**src/sv/hmr_pkg.sv**
```systemverilog
package hmr_pkg;

   localparam int REPORT_BYTES = 64;
   localparam int MAX_PAYLOAD  = 7609;
   localparam int POS_W        = $clog2(REPORT_BYTES);
   localparam int LEN_W        = 13;
   localparam int CHAN_W       = 32;
   localparam int CMD_W        = 7;
   localparam int SEQ_W        = 8;
   localparam int BYTE_W       = 8;
   localparam int EV_W         = 3;
   localparam int WIRE_LEN_W   = 2 * BYTE_W;

   localparam logic [POS_W-1:0] POS_CMD    = POS_W'(4);
   localparam logic [POS_W-1:0] POS_LEN_HI = POS_W'(5);
   localparam logic [POS_W-1:0] POS_LEN_LO = POS_W'(6);
   localparam logic [POS_W-1:0] POS_LAST   = POS_W'(REPORT_BYTES - 1);
   localparam logic [POS_W:0]   POS_LIMIT  = (POS_W + 1)'(REPORT_BYTES);

   localparam logic [LEN_W-1:0] MAX_LEN = LEN_W'(MAX_PAYLOAD);

   localparam int INIT_FLAG_BIT = 7;

   typedef enum logic [1:0] {
      KIND_HEAD,
      KIND_SKIP,
      KIND_INIT,
      KIND_CONT
   } kind_type;

   typedef enum logic [EV_W-1:0] {
      EV_PROGRESS,
      EV_COMPLETE,
      EV_LENGTH_ERROR,
      EV_SEQ_DROP,
      EV_IGNORED
   } event_type;

   typedef struct packed {
      logic [POS_W-1:0]  pos;
      kind_type          kind;
      logic              msg_open;
      logic [LEN_W-1:0]  decl_len;
      logic [LEN_W-1:0]  rcv_count;
      logic [SEQ_W-1:0]  exp_seq;
      logic [CHAN_W-1:0] open_chan;
      logic [CMD_W-1:0]  open_cmd;
      logic [CHAN_W-1:0] hdr_chan;
      logic [CMD_W-1:0]  hdr_cmd;
      logic [BYTE_W-1:0] hdr_len_hi;
      event_type         skip_event;
   } state_type;

   typedef struct packed {
      logic              payload_valid;
      logic [BYTE_W-1:0] payload_byte;
      logic [LEN_W-1:0]  payload_offset;
      logic              report_done;
      logic [EV_W-1:0]   event_res;
      logic [CHAN_W-1:0] channel_id;
      logic [CMD_W-1:0]  command;
      logic [LEN_W-1:0]  message_length;
   } result_type;

endpackage

```
**src/sv/hmr_channels.sv**
```systemverilog
interface hmr_req_if import hmr_pkg::*; ();
   logic              valid;
   logic              ready;
   logic [BYTE_W-1:0] data_byte;
   logic              report_start;

   modport source (output valid, output data_byte, output report_start, input ready);
   modport sink   (input valid, input data_byte, input report_start, output ready);
endinterface

interface hmr_rsp_if import hmr_pkg::*; ();
   logic              valid;
   logic              ready;
   logic              payload_valid;
   logic [BYTE_W-1:0] payload_byte;
   logic [LEN_W-1:0]  payload_offset;
   logic              report_done;
   logic [EV_W-1:0]   event_res;
   logic [CHAN_W-1:0] channel_id;
   logic [CMD_W-1:0]  command;
   logic [LEN_W-1:0]  message_length;

   modport source (
      output valid, output payload_valid, output payload_byte, output payload_offset,
      output report_done, output event_res, output channel_id, output command,
      output message_length, input ready
   );
   modport sink (
      input valid, input payload_valid, input payload_byte, input payload_offset,
      input report_done, input event_res, input channel_id, input command,
      input message_length, output ready
   );
endinterface

interface hmr_csr_if import hmr_pkg::*; ();
   logic             valid;
   logic             ready;
   logic [LEN_W-1:0] max_message_length;

   modport source (output valid, output max_message_length, input ready);
   modport sink   (input valid, input max_message_length, output ready);
endinterface

```
**src/sv/hmr_step.sv**
```systemverilog
module hmr_step import hmr_pkg::*; (
   input  state_type         cur,
   input  logic [BYTE_W-1:0] data_byte,
   input  logic              report_start,
   input  logic [LEN_W-1:0]  max_len,
   output state_type         nxt,
   output result_type        res
);

   logic [POS_W-1:0]      pos;
   logic [LEN_W-1:0]      lim;
   logic [WIRE_LEN_W-1:0] wire_len;

   always_comb begin
      lim      = (max_len > MAX_LEN) ? MAX_LEN : max_len;
      nxt      = cur;
      res      = '0;
      wire_len = '0;

      pos = report_start ? '0 : cur.pos;
      if ({1'b0, pos} >= POS_LIMIT) begin
         pos = '0;
      end

      if (pos == '0) begin
         nxt.kind       = KIND_HEAD;
         nxt.skip_event = EV_PROGRESS;
         nxt.hdr_chan   = '0;
         nxt.hdr_cmd    = '0;
         nxt.hdr_len_hi = '0;
      end

      if (pos < POS_CMD) begin
         nxt.hdr_chan[BYTE_W * pos[1:0] +: BYTE_W] = data_byte;
      end else if (pos == POS_CMD) begin
         if (data_byte[INIT_FLAG_BIT]) begin
            nxt.kind    = KIND_INIT;
            nxt.hdr_cmd = data_byte[CMD_W-1:0];
         end else if (!nxt.msg_open) begin
            nxt.kind       = KIND_SKIP;
            nxt.skip_event = EV_IGNORED;
         end else if (data_byte != nxt.exp_seq) begin
            nxt.msg_open   = 1'b0;
            nxt.kind       = KIND_SKIP;
            nxt.skip_event = EV_SEQ_DROP;
         end else begin
            nxt.exp_seq = nxt.exp_seq + SEQ_W'(1);
            nxt.kind    = KIND_CONT;
         end
      end else if (nxt.kind == KIND_INIT && pos == POS_LEN_HI) begin
         nxt.hdr_len_hi = data_byte;
      end else if (nxt.kind == KIND_INIT && pos == POS_LEN_LO) begin
         wire_len = {nxt.hdr_len_hi, data_byte};
         if (wire_len > WIRE_LEN_W'(lim)) begin
            nxt.kind       = KIND_SKIP;
            nxt.skip_event = EV_LENGTH_ERROR;
         end else begin
            nxt.open_chan = nxt.hdr_chan;
            nxt.open_cmd  = nxt.hdr_cmd;
            nxt.decl_len  = wire_len[LEN_W-1:0];
            nxt.rcv_count = '0;
            nxt.exp_seq   = '0;
            nxt.msg_open  = 1'b1;
         end
      end else if (nxt.kind == KIND_INIT || nxt.kind == KIND_CONT) begin
         if (nxt.msg_open && nxt.rcv_count < nxt.decl_len) begin
            res.payload_valid  = 1'b1;
            res.payload_byte   = data_byte;
            res.payload_offset = nxt.rcv_count;
            nxt.rcv_count      = nxt.rcv_count + LEN_W'(1);
         end
      end

      if (pos == POS_LAST) begin
         if (nxt.kind == KIND_INIT || nxt.kind == KIND_CONT) begin
            if (nxt.msg_open && nxt.rcv_count == nxt.decl_len) begin
               res.event_res = EV_COMPLETE;
               nxt.msg_open  = 1'b0;
            end else begin
               res.event_res = EV_PROGRESS;
            end
         end else begin
            res.event_res = nxt.skip_event;
         end
         res.report_done    = 1'b1;
         res.channel_id     = nxt.open_chan;
         res.command        = nxt.open_cmd;
         res.message_length = nxt.decl_len;
      end

      nxt.pos = (pos == POS_LAST) ? '0 : pos + POS_W'(1);
   end

endmodule

```
**src/sv/hid_message_reassembler_core.sv**
```systemverilog
// A request is captured in the input register; its response is then held in the response register.
// Throughput: one request per cycle, sustained, while the response side keeps up.
// The input register and the response register decouple the two channels.
// Reset (synchronous, active high) empties both registers, clears all message state,
// and sets the length limit to its maximum; the configuration port is always ready.
module hid_message_reassembler_core import hmr_pkg::*; (
   input  logic     clock,
   input  logic     reset,
   hmr_req_if.sink  req_port,
   hmr_rsp_if.source rsp_port,
   hmr_csr_if.sink  csr_port
);

   logic              in_valid_ff, in_valid_in;
   logic [BYTE_W-1:0] in_byte_ff;
   logic              in_start_ff;
   logic              rsp_valid_ff, rsp_valid_in;
   result_type        result_ff;
   state_type         state_ff;
   logic [LEN_W-1:0]  max_len_ff;

   state_type  state_in;
   result_type result_in;
   logic       out_free;
   logic       advance;
   logic       accept;

   hmr_step u_step (
      .cur          (state_ff),
      .data_byte    (in_byte_ff),
      .report_start (in_start_ff),
      .max_len      (max_len_ff),
      .nxt          (state_in),
      .res          (result_in)
   );

   assign out_free       = !rsp_valid_ff || rsp_port.ready;
   assign advance        = in_valid_ff && out_free;
   assign req_port.ready = !in_valid_ff || out_free;
   assign accept         = req_port.valid && req_port.ready;
   assign csr_port.ready = 1'b1;

   always_comb begin
      in_valid_in = in_valid_ff;
      if (accept) begin
         in_valid_in = 1'b1;
      end else if (advance) begin
         in_valid_in = 1'b0;
      end
      rsp_valid_in = rsp_valid_ff;
      if (advance) begin
         rsp_valid_in = 1'b1;
      end else if (rsp_port.ready) begin
         rsp_valid_in = 1'b0;
      end
   end

   always_ff @(posedge clock) begin
      if (reset) begin
         in_valid_ff  <= 1'b0;
         rsp_valid_ff <= 1'b0;
         state_ff     <= '0;
         max_len_ff   <= MAX_LEN;
      end else begin
         in_valid_ff  <= in_valid_in;
         rsp_valid_ff <= rsp_valid_in;
         if (advance) begin
            state_ff <= state_in;
         end
         if (csr_port.valid) begin
            max_len_ff <= csr_port.max_message_length;
         end
      end
   end

   always_ff @(posedge clock) begin
      if (accept) begin
         in_byte_ff  <= req_port.data_byte;
         in_start_ff <= req_port.report_start;
      end
      if (advance) begin
         result_ff <= result_in;
      end
   end

   assign rsp_port.valid          = rsp_valid_ff;
   assign rsp_port.payload_valid  = result_ff.payload_valid;
   assign rsp_port.payload_byte   = result_ff.payload_byte;
   assign rsp_port.payload_offset = result_ff.payload_offset;
   assign rsp_port.report_done    = result_ff.report_done;
   assign rsp_port.event_res      = result_ff.event_res;
   assign rsp_port.channel_id     = result_ff.channel_id;
   assign rsp_port.command        = result_ff.command;
   assign rsp_port.message_length = result_ff.message_length;

endmodule
```
**src/flat_wrapper.sv**
```systemverilog
// flat-port wrapper written by rule: the top's interface ports become plain ports
module hid_message_reassembler_core_flat import hmr_pkg::*;
  (clock, reset, req_port_valid, req_port_data_byte, req_port_report_start, req_port_ready, rsp_port_valid, rsp_port_payload_valid, rsp_port_payload_byte, rsp_port_payload_offset, rsp_port_report_done, rsp_port_event_res, rsp_port_channel_id, rsp_port_command, rsp_port_message_length, rsp_port_ready, csr_port_valid, csr_port_max_message_length, csr_port_ready);
  hmr_req_if req_port_i ();
  hmr_rsp_if rsp_port_i ();
  hmr_csr_if csr_port_i ();
  input  logic clock;
  input  logic reset;
  input wire logic [$bits(req_port_i.valid)-1:0] req_port_valid;
  input wire logic [$bits(req_port_i.data_byte)-1:0] req_port_data_byte;
  input wire logic [$bits(req_port_i.report_start)-1:0] req_port_report_start;
  output wire logic [$bits(req_port_i.ready)-1:0] req_port_ready;
  output wire logic [$bits(rsp_port_i.valid)-1:0] rsp_port_valid;
  output wire logic [$bits(rsp_port_i.payload_valid)-1:0] rsp_port_payload_valid;
  output wire logic [$bits(rsp_port_i.payload_byte)-1:0] rsp_port_payload_byte;
  output wire logic [$bits(rsp_port_i.payload_offset)-1:0] rsp_port_payload_offset;
  output wire logic [$bits(rsp_port_i.report_done)-1:0] rsp_port_report_done;
  output wire logic [$bits(rsp_port_i.event_res)-1:0] rsp_port_event_res;
  output wire logic [$bits(rsp_port_i.channel_id)-1:0] rsp_port_channel_id;
  output wire logic [$bits(rsp_port_i.command)-1:0] rsp_port_command;
  output wire logic [$bits(rsp_port_i.message_length)-1:0] rsp_port_message_length;
  input wire logic [$bits(rsp_port_i.ready)-1:0] rsp_port_ready;
  input wire logic [$bits(csr_port_i.valid)-1:0] csr_port_valid;
  input wire logic [$bits(csr_port_i.max_message_length)-1:0] csr_port_max_message_length;
  output wire logic [$bits(csr_port_i.ready)-1:0] csr_port_ready;
  assign req_port_i.valid = req_port_valid;
  assign req_port_i.data_byte = req_port_data_byte;
  assign req_port_i.report_start = req_port_report_start;
  assign req_port_ready = req_port_i.ready;
  assign rsp_port_valid = rsp_port_i.valid;
  assign rsp_port_payload_valid = rsp_port_i.payload_valid;
  assign rsp_port_payload_byte = rsp_port_i.payload_byte;
  assign rsp_port_payload_offset = rsp_port_i.payload_offset;
  assign rsp_port_report_done = rsp_port_i.report_done;
  assign rsp_port_event_res = rsp_port_i.event_res;
  assign rsp_port_channel_id = rsp_port_i.channel_id;
  assign rsp_port_command = rsp_port_i.command;
  assign rsp_port_message_length = rsp_port_i.message_length;
  assign rsp_port_i.ready = rsp_port_ready;
  assign csr_port_i.valid = csr_port_valid;
  assign csr_port_i.max_message_length = csr_port_max_message_length;
  assign csr_port_ready = csr_port_i.ready;
  hid_message_reassembler_core u_core (.clock(clock), .reset(reset), .req_port(req_port_i), .rsp_port(rsp_port_i), .csr_port(csr_port_i));
endmodule
```
**config.mk**
```make
export PLATFORM = sky130hd
export DESIGN_NAME = hid_message_reassembler_core_flat
export DESIGN_NICKNAME = d
export VERILOG_FILES = /design/src/sv/hmr_pkg.sv /design/src/sv/hmr_channels.sv /design/src/sv/hmr_step.sv /design/src/sv/hid_message_reassembler_core.sv /design/src/flat_wrapper.sv
export SDC_FILE = /design/constraint.sdc
export NUM_CORES = 1
export LEC_CHECK = 0
export BUFFER_PORTS_ARGS = -buffer_cell sky130_fd_sc_hd__buf_2
export CAP_MARGIN = 20
export CORE_ASPECT_RATIO = 1.1
export CORE_UTILIZATION = 45
export CTS_CLUSTER_DIAMETER = 40
export CTS_CLUSTER_SIZE = 10
export DETAILED_ROUTE_END_ITERATION = 12
export GPL_TIMING_DRIVEN = 1
export SLEW_MARGIN = 10
export SYNTH_ARGS = -nofsm -noshare
export SYNTH_HDL_FRONTEND = slang
export SYNTH_SLANG_ARGS = --single-unit
```
**constraint.sdc**
```tcl
create_clock -name clock -period 6.1 [get_ports clock]
set_input_delay 0.305 -clock clock [delete_from_list [all_inputs] [get_ports clock]]
set_output_delay 0.305 -clock clock [all_outputs]
set_load 0.02 [all_outputs]
```
Word level (Yosys, flattened, before mapping)
Cells that the tools add are included.
- logic and storage cells: 124
- output and inout port bits: 81
- register bits after elaboration: 234
- bits of input ports: 27
- reductions and logical operators: 19
- add/sub/neg operators: 4
- $lt $le $gt $ge: 4
- eq/ne operators: 15
- bitwise operators: 3
- shift-type cells: 2
- muxes and demuxes: 52
- operator list (cell ; count):
    76-bit 2-to-1 mux ; 2
    74-bit 2-to-1 mux ; 1
    56-bit 2-to-1 mux ; 1
    13-bit 2-to-1 mux ; 4
    50-bit 2-to-1 mux ; 1
    8-bit 2-to-1 mux ; 6
    47-bit 2-to-1 mux ; 1
    39-bit 2-to-1 mux ; 1
    5-bit negator with 34-bit output ; 1
    8-bit by 34-bit variable shift with 32-bit output, first input constant ; 1
    8-bit by 34-bit indexed part select with 32-bit output ; 1
    32-bit bitwise mux ; 1
    32-bit 2-to-1 mux ; 1
    3-bit 2-to-1 mux ; 9
    26-bit 2-to-1 mux ; 1
    22-bit 2-to-1 mux ; 1
    6-bit by 3-bit equality test with 1-bit output, second input constant ; 3
    18-bit 2-to-1 mux ; 1
    16-bit by 13-bit greater-than comparator with 1-bit output ; 1
    16-bit 2-to-1 mux ; 1
    7-bit 2-to-1 mux ; 2
    13-bit by 1-bit adder with 13-bit output, second input constant ; 1
    13-bit equality test ; 1
    13-bit greater-than comparator, second input constant ; 1
    other kinds (21) ; 55

Longest topological paths before layout
Gate-level depths: netlist of the first run.
- depth after elaboration: 15
- depth in mapped cells: 21
- mapped depth without buffers: 17

By module
A second synthesis of the first run with hierarchy kept.
- cell total of the unflattened synthesis: 1403
- area total of the unflattened synthesis: 13131.3 sq um
- by module, submodules not included (module ; area each (sq um) ; times used ; cells an instance ; seq. area each (sq um)):
    hid_message_reassembler_core ; 9082.5 ; 1 ; 714 ; 5555.3
    hmr_step ; 4048.9 ; 1 ; 689 ; 0.0

Least setup slack after synthesis of the first run
Ideal clock, no wire load.
- path type: flip-flop to flip-flop
- from: register u_core.in_start_ff
- to: register u_core.result_ff (netlist bit u_core.rsp_port.event_res[0]), data pin
- cell stages (with the launch flop): 21
- data arrival time: 4.099 ns
- slack: 1.855 ns
- buffers on the path: 4
- clock period less this slack: 4.245 ns
- library setup time: 0.146 ns
- required time: 5.954 ns
- cells stage by stage: edfxtp_1 > buf_2 > inv_1 > nand2_1 > ha_1 > clkbuf_1 > o21ai_1 > clkbuf_1 > and2_1 > ha_1 > nand3_1 > or3_1 > o32a_1 > o21ai_2 > buf_4 > a31oi_1 > a221o_1 > a211oi_1 > nand4_1 > nor4b_2 > o2bb2ai_1
- cells in the longest elaborated chain, start to end: 14
- elaborated cells between the ends (all ways): 39
- those cells by class: 2 x order compare; 9 x eq/ne; 22 x mux; 6 x reduce/logical
- ends and longest elaborated chain (what ; line ; text):
    start, declared ; hid_message_reassembler_core.sv:16 ; logic in_start_ff;
    start signal, assigned ; hid_message_reassembler_core.sv:79 ; in_start_ff <= req_port.report_start;
    6-bit 2-to-1 mux * ; hmr_step.sv:20 ; pos = report_start ? '0 : cur.pos;
    parallel branches: the longest is 13 deep, another holds 16-bit by 13-bit greater-than comparator with 1-bit output ; n/a ;
    end signal, assigned ; hid_message_reassembler_core.sv:82 ; result_ff <= result_in;
    end, declared ; hid_message_reassembler_core.sv:18 ; result_type result_ff;
Mark *: on every way between the ends. The select of a mux whose other input is x is not followed.
A chain may end at the register's enable or synchronous reset.

Final worst setup path of the first run
Ends and elaborated chain as after synthesis.

==> results of run 1 <==
-- flip-flops by register name, summed over array words and instances (netlist names) --
name                            flops
u_core.state_ff                   132
u_core.rsp_port.channel_id         32
u_core.max_len_ff                  13
u_core.rsp_port.message_length     13
u_core.rsp_port.payload_offset     13
u_core.in_byte_ff                   8
u_core.rsp_port.payload_byte        8
u_core.rsp_port.command             7
u_core.rsp_port.event_res           3
u_core.in_start_ff                  1
u_core.in_valid_ff                  1
u_core.rsp_port.payload_valid       1
u_core.rsp_port.report_done         1
u_core.rsp_port.valid               1
-- stage by stage --
step	utilization	cell area [sq um]
2_1_floorplan	-	11000
3_3_place_gp	0.492	11700
3_5_place_dp	0.492	11700
4_1_cts	0.545	13000
5_1_grt	0.545	13000
6_report	0.545	13000
-- layer usage --
| metal | up-vias | part of all wire | routed length, um |
|---|---|---|---|
| met5 | - | 0 | 0 |
| met4 | 0 | 0.022 | 695 |
| met3 | 55 | 0.062 | 1930 |
| met2 | 332 | 0.46 | 14200 |
| met1 | 4489 | 0.46 | 14200 |
| li1 | 4631 | - | - |
-- critical path, delay by kind of cell (launching register included) --
| family | cells | cell delay, ps |
|---|---|---|
| adders and majority gates | 2 | 950 |
| AOI/OAI and AO/OA | 5 | 1180 |
| xor gates and xnor gates | 1 | 220 |
| and+or+nand+nor | 7 | 1830 |
| buffers and inverters | 2 | 240 |
| DFF | 1 | 580 |
-- worst max-delay path by stage --
stage / start / to / cells past startpoint
2_1_floorplan: u_core.in_start_ff$_DFFE_PP_ / u_core.rsp_port.event_res[0]$_SDFFCE_PN0P_ / 20
3_3_place_gp: u_core.in_start_ff$_DFFE_PP_ / u_core.rsp_port.event_res[0]$_SDFFCE_PN0P_ / 16
3_5_place_dp: u_core.in_start_ff$_DFFE_PP_ / u_core.rsp_port.event_res[0]$_SDFFCE_PN0P_ / 17
4_1_cts: u_core.in_start_ff$_DFFE_PP_ / u_core.rsp_port.event_res[0]$_SDFFCE_PN0P_ / 17
5_1_grt: u_core.in_start_ff$_DFFE_PP_ / u_core.rsp_port.event_res[0]$_SDFFCE_PN0P_ / 19
6_report: u_core.in_start_ff$_DFFE_PP_ / u_core.rsp_port.event_res[0]$_SDFFCE_PN0P_ / 17
-- kinds of logic after synthesis --
family / after synthesis / share of synthesized area
buffers and inverters: 115 / 0.0415
other: 1 / 0.000341
multiplexers: 12 / 0.0109
adder cells (fa/ha/maj): 32 / 0.0364
AO/OA/AOI/OAI: 302 / 0.170
XOR/XNOR: 24 / 0.0191
AND/OR/NAND/NOR: 523 / 0.217
flip-flops: 234 / 0.505
-- power by group --
part           internal, mW  switching, mW
Sequential             1.66         0.0378
Combinational        0.0633          0.147
Clock                  1.26          0.728
-- cell usage after synthesis, types with 4 or more instances --
library cell / n
a31oi_1: 10
nor2b_1: 6
buf_2: 5
and2_1: 7
or3_1: 8
nand3_1: 100
xor2_1: 9
nor3_1: 21
a21o_1: 7
nand2b_1: 9
ha_1: 32
dfxtp_1: 147
a311oi_1: 4
nor2_1: 109
nand2_1: 199
o211ai_1: 9
a22oi_1: 45
and3_1: 28
nand4_1: 14
inv_1: 28
mux2i_1: 12
buf_1: 7
nor4_1: 6
xnor2_1: 15
o21ai_0: 23
edfxtp_1: 87
clkbuf_1: 68
a211oi_1: 11
o21ai_1: 10
a21oi_1: 144
-- area by class of cell --
type | count | area [sq um] | area share
clock buffer | 51 | 1020 | 0.0784
clock inverter | 12 | 141 | 0.0109
inverter | 31 | 119 | 0.00914
multi-input combinational | 894 | 5040 | 0.387
sequential | 234 | 5560 | 0.427
tap | 305 | 382 | 0.0294
timing repair buffer | 131 | 746 | 0.0574
==> flow_metrics.env, run 1 <==
export IMPL_outcome="finished, final reports clean"
export IMPL_wirelength_um=31100
export IMPL_clock_sinks=234
export IMPL_syn_area_sq_um=11000
export IMPL_clk_path_buf_depth=3
export IMPL_r2r_start="u_core.in_start_ff$_DFFE_PP_"
export IMPL_final_common_cell="nand2_1"
export IMPL_fill_cells=2243
export IMPL_grt_pass1_wl_um=49300
export IMPL_endpoint_kind="flop"
export IMPL_crit_chain="inv_1 -> nand2_1 -> ha_1 -> o21ai_4 -> nand2_1 -> inv_1 -> ha_1 -> nand3_1 -> or3_1 -> o32a_1 -> o21a_2 -> nor3_2 -> a21oi_1 -> xor2_1 -> nand4_1 -> nor4b_2 -> o2bb2ai_1"
export IMPL_ys_seq_area_frac=0.505
export IMPL_reg2reg_depth=17
export IMPL_num_io_pins=108
export IMPL_row_count=59
export IMPL_tightest_slew_ps=949
export IMPL_post_cts_resized=0
export IMPL_synth_edf_count=87
export IMPL_hold_path_startpoint="req_port_valid"
export IMPL_ir_worst_vdd_mv=0.200
export IMPL_max_stage_delay_ps=640
export IMPL_clock_latency_ps=510
export IMPL_antenna_left=0
export IMPL_cp_arrival_ps=5530
export IMPL_p_leak_nw=4.57
export IMPL_area_growth_pct=18.1
export IMPL_cts_root_buf="clkbuf_16"
export IMPL_finalNonFillerCells=1658
export IMPL_finalSetupViolations=0
export IMPL_grt_overflow_total=0
export IMPL_path_clk_slew_ps=50
export IMPL_grt_util_met1=0.356
export IMPL_wl_per_cell_um=18.7
export IMPL_path_class="reg -> reg"
export IMPL_coreArea_sq_um=23800
export IMPL_hpwl_um=19500
export IMPL_diodes=0
export IMPL_ys_flop_type="dfxtp_1"
export IMPL_setup_slack_ps=923
export IMPL_busiest_layer="met2"
export IMPL_synth_seq_cells=234
export IMPL_cap_violations=0
export IMPL_pre_cts_ws_ps=981
export IMPL_die_area_sq_um=25100
export IMPL_rsz0062_at_grt="no"
export IMPL_ctsHoldBuffers=10
export IMPL_drc=0
export IMPL_rrSetupSlack_ps=920
export IMPL_synth_area_leaders="dfxtp_1 (27%), edfxtp_1 (24%), nand2_1 (6.8%)"
export IMPL_yosys_warnings=0
export IMPL_r2r_end="u_core.rsp_port.event_res[0]$_SDFFCE_PN0P_"
export IMPL_yosys_area_top_type_share=0.267
export IMPL_hold_class="in -> reg"
export IMPL_min_to="u_core.in_valid_ff$_SDFFE_PP0P_"
export IMPL_cts_buffers=35
export IMPL_min_delay_path_depth=3
export IMPL_met2_usage=0.388
export IMPL_postCtsSetupBuffers=0
export IMPL_first_pass_iters=5
export IMPL_required_ps=6450
export IMPL_fmax_mhz=193
export IMPL_cts_tree="done"
export IMPL_grt_total_usage=0.252
export IMPL_grt_max_degree=73
export IMPL_start_util=0.462
export IMPL_finalPower_mw=3.89
export IMPL_async_reset_ff_frac=0
export IMPL_first_global_vias=8716
export IMPL_antenna_found_initial=0
export IMPL_grtUsageMet3=0.0431
export IMPL_dr_first_iter_drc_count=839
export IMPL_via_count=9507
export IMPL_viasPerCell=5.73
export IMPL_post_place_cells=1585
export IMPL_layout_drive_gt1_share=0.143
export IMPL_startpoint_type="flop"
export IMPL_cp_max_fo=18
export IMPL_power_density_nw_per_um2=300
export IMPL_cts_max_level=2
export IMPL_fin_crit_sh=0.849
export IMPL_fin_setup_tns_ps=0
export IMPL_io_buffers=106
export IMPL_yosysTopAreaCell="dfxtp_1"
export IMPL_relSlewSlack=0.362
export IMPL_synthesis_nets=1302
export IMPL_final_cell_mix="nand2_1 (199), dfxtp_1 (147), a21oi_1 (144), nor2_1 (107), buf_2 (105)"
export IMPL_layout_nets=1386
export IMPL_die_y_um=166
export IMPL_skew_ps=19.6
export IMPL_ys_types=72
export IMPL_slew_viol_final=0
export IMPL_min_period_ps=5180
export IMPL_syn_avg_cell_area_sq_um=8.85
export IMPL_synthCells=1243
export IMPL_gp_congestion=0.915
export IMPL_cp_slowest_cell="ha_1"
export IMPL_fp_dieW_um=151
export IMPL_hold_viol_final=0
export IMPL_whs_ps=15.3
Note: power is estimated with default switching activity, not from simulation.
==> inputs of run 2 (changes only) <==
Clock period 6.1 ns to 5.3 ns, I/O delays scaled along.
==> run 2 against run 1 <==
Sequential share of layout area decreased by 0.51 points. Core utilization is 0.66 points higher. Critical path depth decreased by 1. Register-to-register slack worse by 360 ps. Worst hold slack improved by 1.4 ps. Clock power up 13%. Power is 14% higher. Non-clock buffer count rose by 18. Worst setup slack lost 360 ps. First-iteration DRC count decreased by 1.3%. Critical endpoint unchanged. Largest cell class unchanged. Largest power group unchanged.
==> flow_metrics.env, run 2 (synthesis gave the netlist of run 1 again) <==
export IMPL_hpwl_um=19900
export IMPL_coreArea_sq_um=23800
export IMPL_cp_max_fo=12
export IMPL_top_register="u_core.state_ff"
export IMPL_grt_max_degree=86
export IMPL_dr_first_iter_drc_count=828
export IMPL_rrSetupSlack_ps=560
export IMPL_rsz0062_at_grt="no"
export IMPL_min_delay_path_depth=3
export IMPL_viasPerCell=5.74
export IMPL_layout_nets=1404
export IMPL_drc=0
export IMPL_die_y_um=166
export IMPL_antenna_found_initial=0
export IMPL_final_common_cell="nand2_1"
export IMPL_outcome="finished, final reports clean"
export IMPL_clock_sinks=234
export IMPL_fmax_mhz=211
export IMPL_required_ps=5670
export IMPL_gp_congestion=0.976
export IMPL_area_growth_pct=19.5
export IMPL_final_core_util=0.552
export IMPL_hold_class="in -> reg"
export IMPL_largest_reg_flops=132
export IMPL_wl_per_cell_um=18.6
export IMPL_num_io_pins=108
export IMPL_layout_drive_gt1_share=0.146
export IMPL_cts_tree="done"
export IMPL_reg2reg_depth=16
export IMPL_cp_arrival_ps=5110
export IMPL_row_count=59
export IMPL_p_leak_nw=4.64
export IMPL_via_count=9623
export IMPL_first_pass_iters=8
export IMPL_cap_violations=0
export IMPL_slew_viol_final=0
export IMPL_grt_total_usage=0.251
export IMPL_final_cell_mix="nand2_1 (199), dfxtp_1 (147), a21oi_1 (144), nor2_1 (107), buf_2 (105)"
export IMPL_first_global_vias=8800
export IMPL_hold_viol_final=0
export IMPL_start_util=0.462
export IMPL_startpoint_type="flop"
export IMPL_endpoint_kind="flop"
export IMPL_antenna_left=0
export IMPL_clock_latency_ps=520
export IMPL_ir_worst_vdd_mv=0.204
export IMPL_cts_max_level=2
export IMPL_cts_root_buf="clkbuf_16"
export IMPL_fin_crit_sh=0.894
export IMPL_fp_dieW_um=151
export IMPL_relSlewSlack=0.323
export IMPL_clk_path_buf_depth=3
export IMPL_path_clk_slew_ps=50
export IMPL_path_class="reg -> reg"
export IMPL_cts_buffers=35
export IMPL_skew_ps=23.3
export IMPL_post_cts_resized=0
export IMPL_wirelength_um=31200
export IMPL_grt_overflow_total=0
export IMPL_die_area_sq_um=25100
export IMPL_min_period_ps=4740
export IMPL_io_buffers=106
export IMPL_grt_pass1_wl_um=49200
export IMPL_tightest_slew_ps=1010
export IMPL_diodes=0
export IMPL_fill_cells=2186
export IMPL_power_density_nw_per_um2=338
export IMPL_fin_setup_tns_ps=0
export IMPL_finalSetupViolations=0
==> run 2: changes by cell type in the layout (fill, tap and decap cells not counted), sizes merged <==
cell / delta
dlygate4sd3: +12
clkinv: +5
buf: +6
clkbuf: -3
inv: -1
==> run 2: final cells by class <==
type | instances | area [sq um] | area share
Sequential cell | 234 | 5560 | 0.422
Multi-Input combinational cell | 894 | 5030 | 0.382
Clock buffer | 48 | 976 | 0.0742
Timing Repair Buffer | 149 | 911 | 0.0692
Tap cell | 305 | 382 | 0.0290
Clock inverter | 16 | 183 | 0.0139
Inverter | 31 | 119 | 0.00903
==> run 2: power by group <==
group          switching, mW  leakage (nW)  total [mW]  internal, mW
Combinational          0.183          2.12       0.264        0.0804
Sequential            0.0294          1.96        1.94          1.91
Clock                  0.832         0.565        2.24          1.41
==> run 2: worst paths after layout <==
kind	start	endpoint
min	csr_port_max_message_length[1]	u_core.max_len_ff[1]$_SDFFE_PP0P_
min reg2reg	u_core.state_ff[67]$_SDFFE_PP0P_	u_core.state_ff[67]$_SDFFE_PP0P_
max reg2reg	u_core.in_start_ff$_DFFE_PP_	u_core.rsp_port.event_res[0]$_SDFFCE_PN0P_
max	u_core.in_start_ff$_DFFE_PP_	u_core.rsp_port.event_res[0]$_SDFFCE_PN0P_
==> run 2: timing repair <==
item / in CTS / in global routing
hold buffers: 22 / 0
endpoints found under the hold margin: 22 / 0
setup buffers: 0 / 0
setup endpoints to repair: 0 / 0
==> run 2: worst max-delay path, cell delays in order (launching register included) <==
cell and delay, ps:
edfxtp_1 580, inv_1 140, nand2_1 230, ha_1 260
o21ai_4 120, and2_1 250, ha_1 320, nand3_1 90
or3_1 370, o32a_1 390, o21ai_2 260, nand2b_1 390
a31oi_1 380, nand3_1 130, a22oi_1 220, nor4b_2 290
o2bb2ai_1 150
==> run 2: per-layer routing <==
| metal | share of wire | vias to the layer above | global-route usage |
|---|---|---|---|
| li1 | - | 4665 | - |
| met1 | 0.46 | 4560 | 0.358 |
| met2 | 0.45 | 321 | 0.387 |
| met3 | 0.055 | 77 | 0.0338 |
| met4 | 0.032 | 0 | 0.0909 |
| met5 | 0 | - | 0 |
==> run 2: stage by stage <==
| stage | cell area (sq um) | hold slack, ps | setup slack (ps) | total power, mW | std cells |
|---|---|---|---|---|---|
| after global routing | 13200 | 61.9 | 237 | 4.59 | 1677 |
| after CTS | 13200 | 6.27 | 612 | 4.48 | 1677 |
| after floorplan | 11000 | 364 | 1050 | 2.14 | 1243 |
| after detailed placement | 11800 | 443 | 623 | 2.23 | 1591 |
| after global placement | 11800 | 438 | 676 | 2.22 | 1591 |
| final | 13200 | 16.6 | 562 | 4.44 | 1677 |
==> inputs of run 3 (changes only) <==
Settings changed: CORE_UTILIZATION 45 to 50, PLACE_DENSITY set to 0.69.
==> run 3 against run 2 <==
Flip-flop and latch count stayed put. Cell count down 1.1%. Via count is 0.55% higher. Power fell by 8.5%. Clock skew decreased by 13 ps. Worst setup slack better by 36 ps. Count of clock-buffer cells in the layout unchanged. Worst hold slack got worse by 1.1 ps. Register-to-register slack better by 40 ps. Global-route usage up 1.9 points. Clock power is 17% lower. Combinational power shrank 3%. Critical endpoint unchanged.
==> flow_metrics.env, run 3 (synthesis gave the netlist of run 1 again) <==
export IMPL_outcome="finished, final reports clean"
export IMPL_rsz0062_at_grt="no"
export IMPL_top_register="u_core.state_ff"
export IMPL_first_global_vias=8746
export IMPL_post_cts_resized=0
export IMPL_tightest_slew_ps=1060
export IMPL_wl_per_cell_um=18.3
export IMPL_cts_tree="done"
export IMPL_required_ps=5710
export IMPL_fp_dieW_um=143
export IMPL_viasPerCell=5.83
export IMPL_clock_latency_ps=560
export IMPL_first_pass_iters=5
export IMPL_fmax_mhz=213
export IMPL_layout_nets=1404
export IMPL_startpoint_type="flop"
export IMPL_pre_cts_ws_ps=691
export IMPL_antenna_left=0
export IMPL_grt_max_degree=72
export IMPL_clk_path_buf_depth=3
export IMPL_cp_arrival_ps=5110
export IMPL_ir_worst_vdd_mv=0.250
export IMPL_via_count=9676
export IMPL_fin_setup_tns_ps=0
export IMPL_hpwl_um=19400
export IMPL_final_common_cell="nand2_1"
export IMPL_clock_sinks=234
export IMPL_path_class="reg -> reg"
export IMPL_layout_drive_gt1_share=0.140
export IMPL_coreArea_sq_um=21400
export IMPL_start_util=0.513
export IMPL_grt_pass1_wl_um=47400
export IMPL_dr_first_iter_drc_count=1008
export IMPL_num_io_pins=108
export IMPL_endpoint_kind="flop"
export IMPL_path_clk_slew_ps=50
export IMPL_p_leak_nw=4.54
export IMPL_min_period_ps=4700
export IMPL_cts_buffers=31
export IMPL_cts_max_level=1
export IMPL_cts_root_buf="clkbuf_16"
export IMPL_row_count=56
export IMPL_grt_overflow_total=0
export IMPL_hold_viol_final=0
export IMPL_final_cell_mix="nand2_1 (199), dfxtp_1 (147), a21oi_1 (144), nor2_1 (107), buf_2 (105)"
export IMPL_wirelength_um=30400
export IMPL_cp_max_fo=70
export IMPL_largest_reg_flops=132
export IMPL_hold_class="in -> reg"
export IMPL_diodes=0
export IMPL_die_area_sq_um=22600
export IMPL_antenna_found_initial=0
export IMPL_setup_slack_ps=598
export IMPL_gp_congestion=0.951
export IMPL_slew_viol_final=0
export IMPL_die_y_um=158
export IMPL_power_density_nw_per_um2=314
export IMPL_io_buffers=106
export IMPL_skew_ps=10.0
export IMPL_fin_crit_sh=0.887
export IMPL_area_growth_pct=17.5
export IMPL_drc=0
export IMPL_cap_violations=0
export IMPL_grt_total_usage=0.270
export IMPL_finalSetupViolations=0
export IMPL_relSlewSlack=0.291
run 3: per-layer routing:
metal / global-route usage / share of wire / vias up
met2: 0.430 / 0.46 / 346
li1: - / - / 4661
met4: 0.0973 / 0.031 / 0
met5: 0 / 0 / -
met1: 0.375 / 0.44 / 4596
met3: 0.0381 / 0.065 / 73
run 3: area by class of cell:
cell class	count	area [sq um]
fillers	1928	8510
flip-flops and latches	234	5560
multi-input cells	894	5020
repair buffers	153	943
clock buffers	48	850
well taps	290	363
inverters	31	119
clock inverters	9	76.3
run 3: final timing paths:
| path | slack, ps | startpoint | cells after the start | to |
|---|---|---|---|---|
| worst min register to register | 450 | u_core.state_ff[83]$_SDFFE_PP0P_ | 2 | u_core.state_ff[83]$_SDFFE_PP0P_ |
| worst max register to register | 600 | u_core.in_start_ff$_DFFE_PP_ | 14 | u_core.rsp_port.event_res[0]$_SDFFCE_PN0P_ |
| worst min-delay path | 20 | rsp_port_ready | 4 | u_core.rsp_port.valid$_SDFFE_PP0P_ |
| worst max-delay path | 600 | u_core.in_start_ff$_DFFE_PP_ | 14 | u_core.rsp_port.event_res[0]$_SDFFCE_PN0P_ |
run 3: what timing repair did:
action                    CTS  global route
hold buffers               23             0
setup buffers               0             0
hold endpoints to repair   23             0
run 3: critical path, stage by stage, from the launching register on:
cell and delay (ps):
edfxtp_1 540, inv_1 170, nand2_1 180, ha_1 300, o21ai_4 100, buf_4 610, nand3_1 400, nor2_1 830
nand2_2 340, inv_2 170, and3_1 160, a311o_1 110, o311ai_1 140, nor4b_2 330, o2bb2ai_1 150
run 3: metrics by stage:
stage / hold WS [ps] / total power, mW / cell area (sq um) / utilization / cells
global route: 36.0 / 4.20 / 12900 / 0.603 / 1659
detailed placement: 443 / 2.22 / 11800 / 0.549 / 1579
CTS: 3.16 / 4.10 / 12900 / 0.603 / 1659
global placement: 438 / 2.22 / 11800 / 0.549 / 1579
finish: 15.6 / 4.07 / 12900 / 0.603 / 1659
floorplan: 364 / 2.14 / 11000 / - / 1243
run 3: where the power goes:
| part | switching [mW] | internal [mW] |
|---|---|---|
| clock | 0.758 | 1.11 |
| combinational | 0.177 | 0.0801 |
| sequential | 0.0341 | 1.91 |
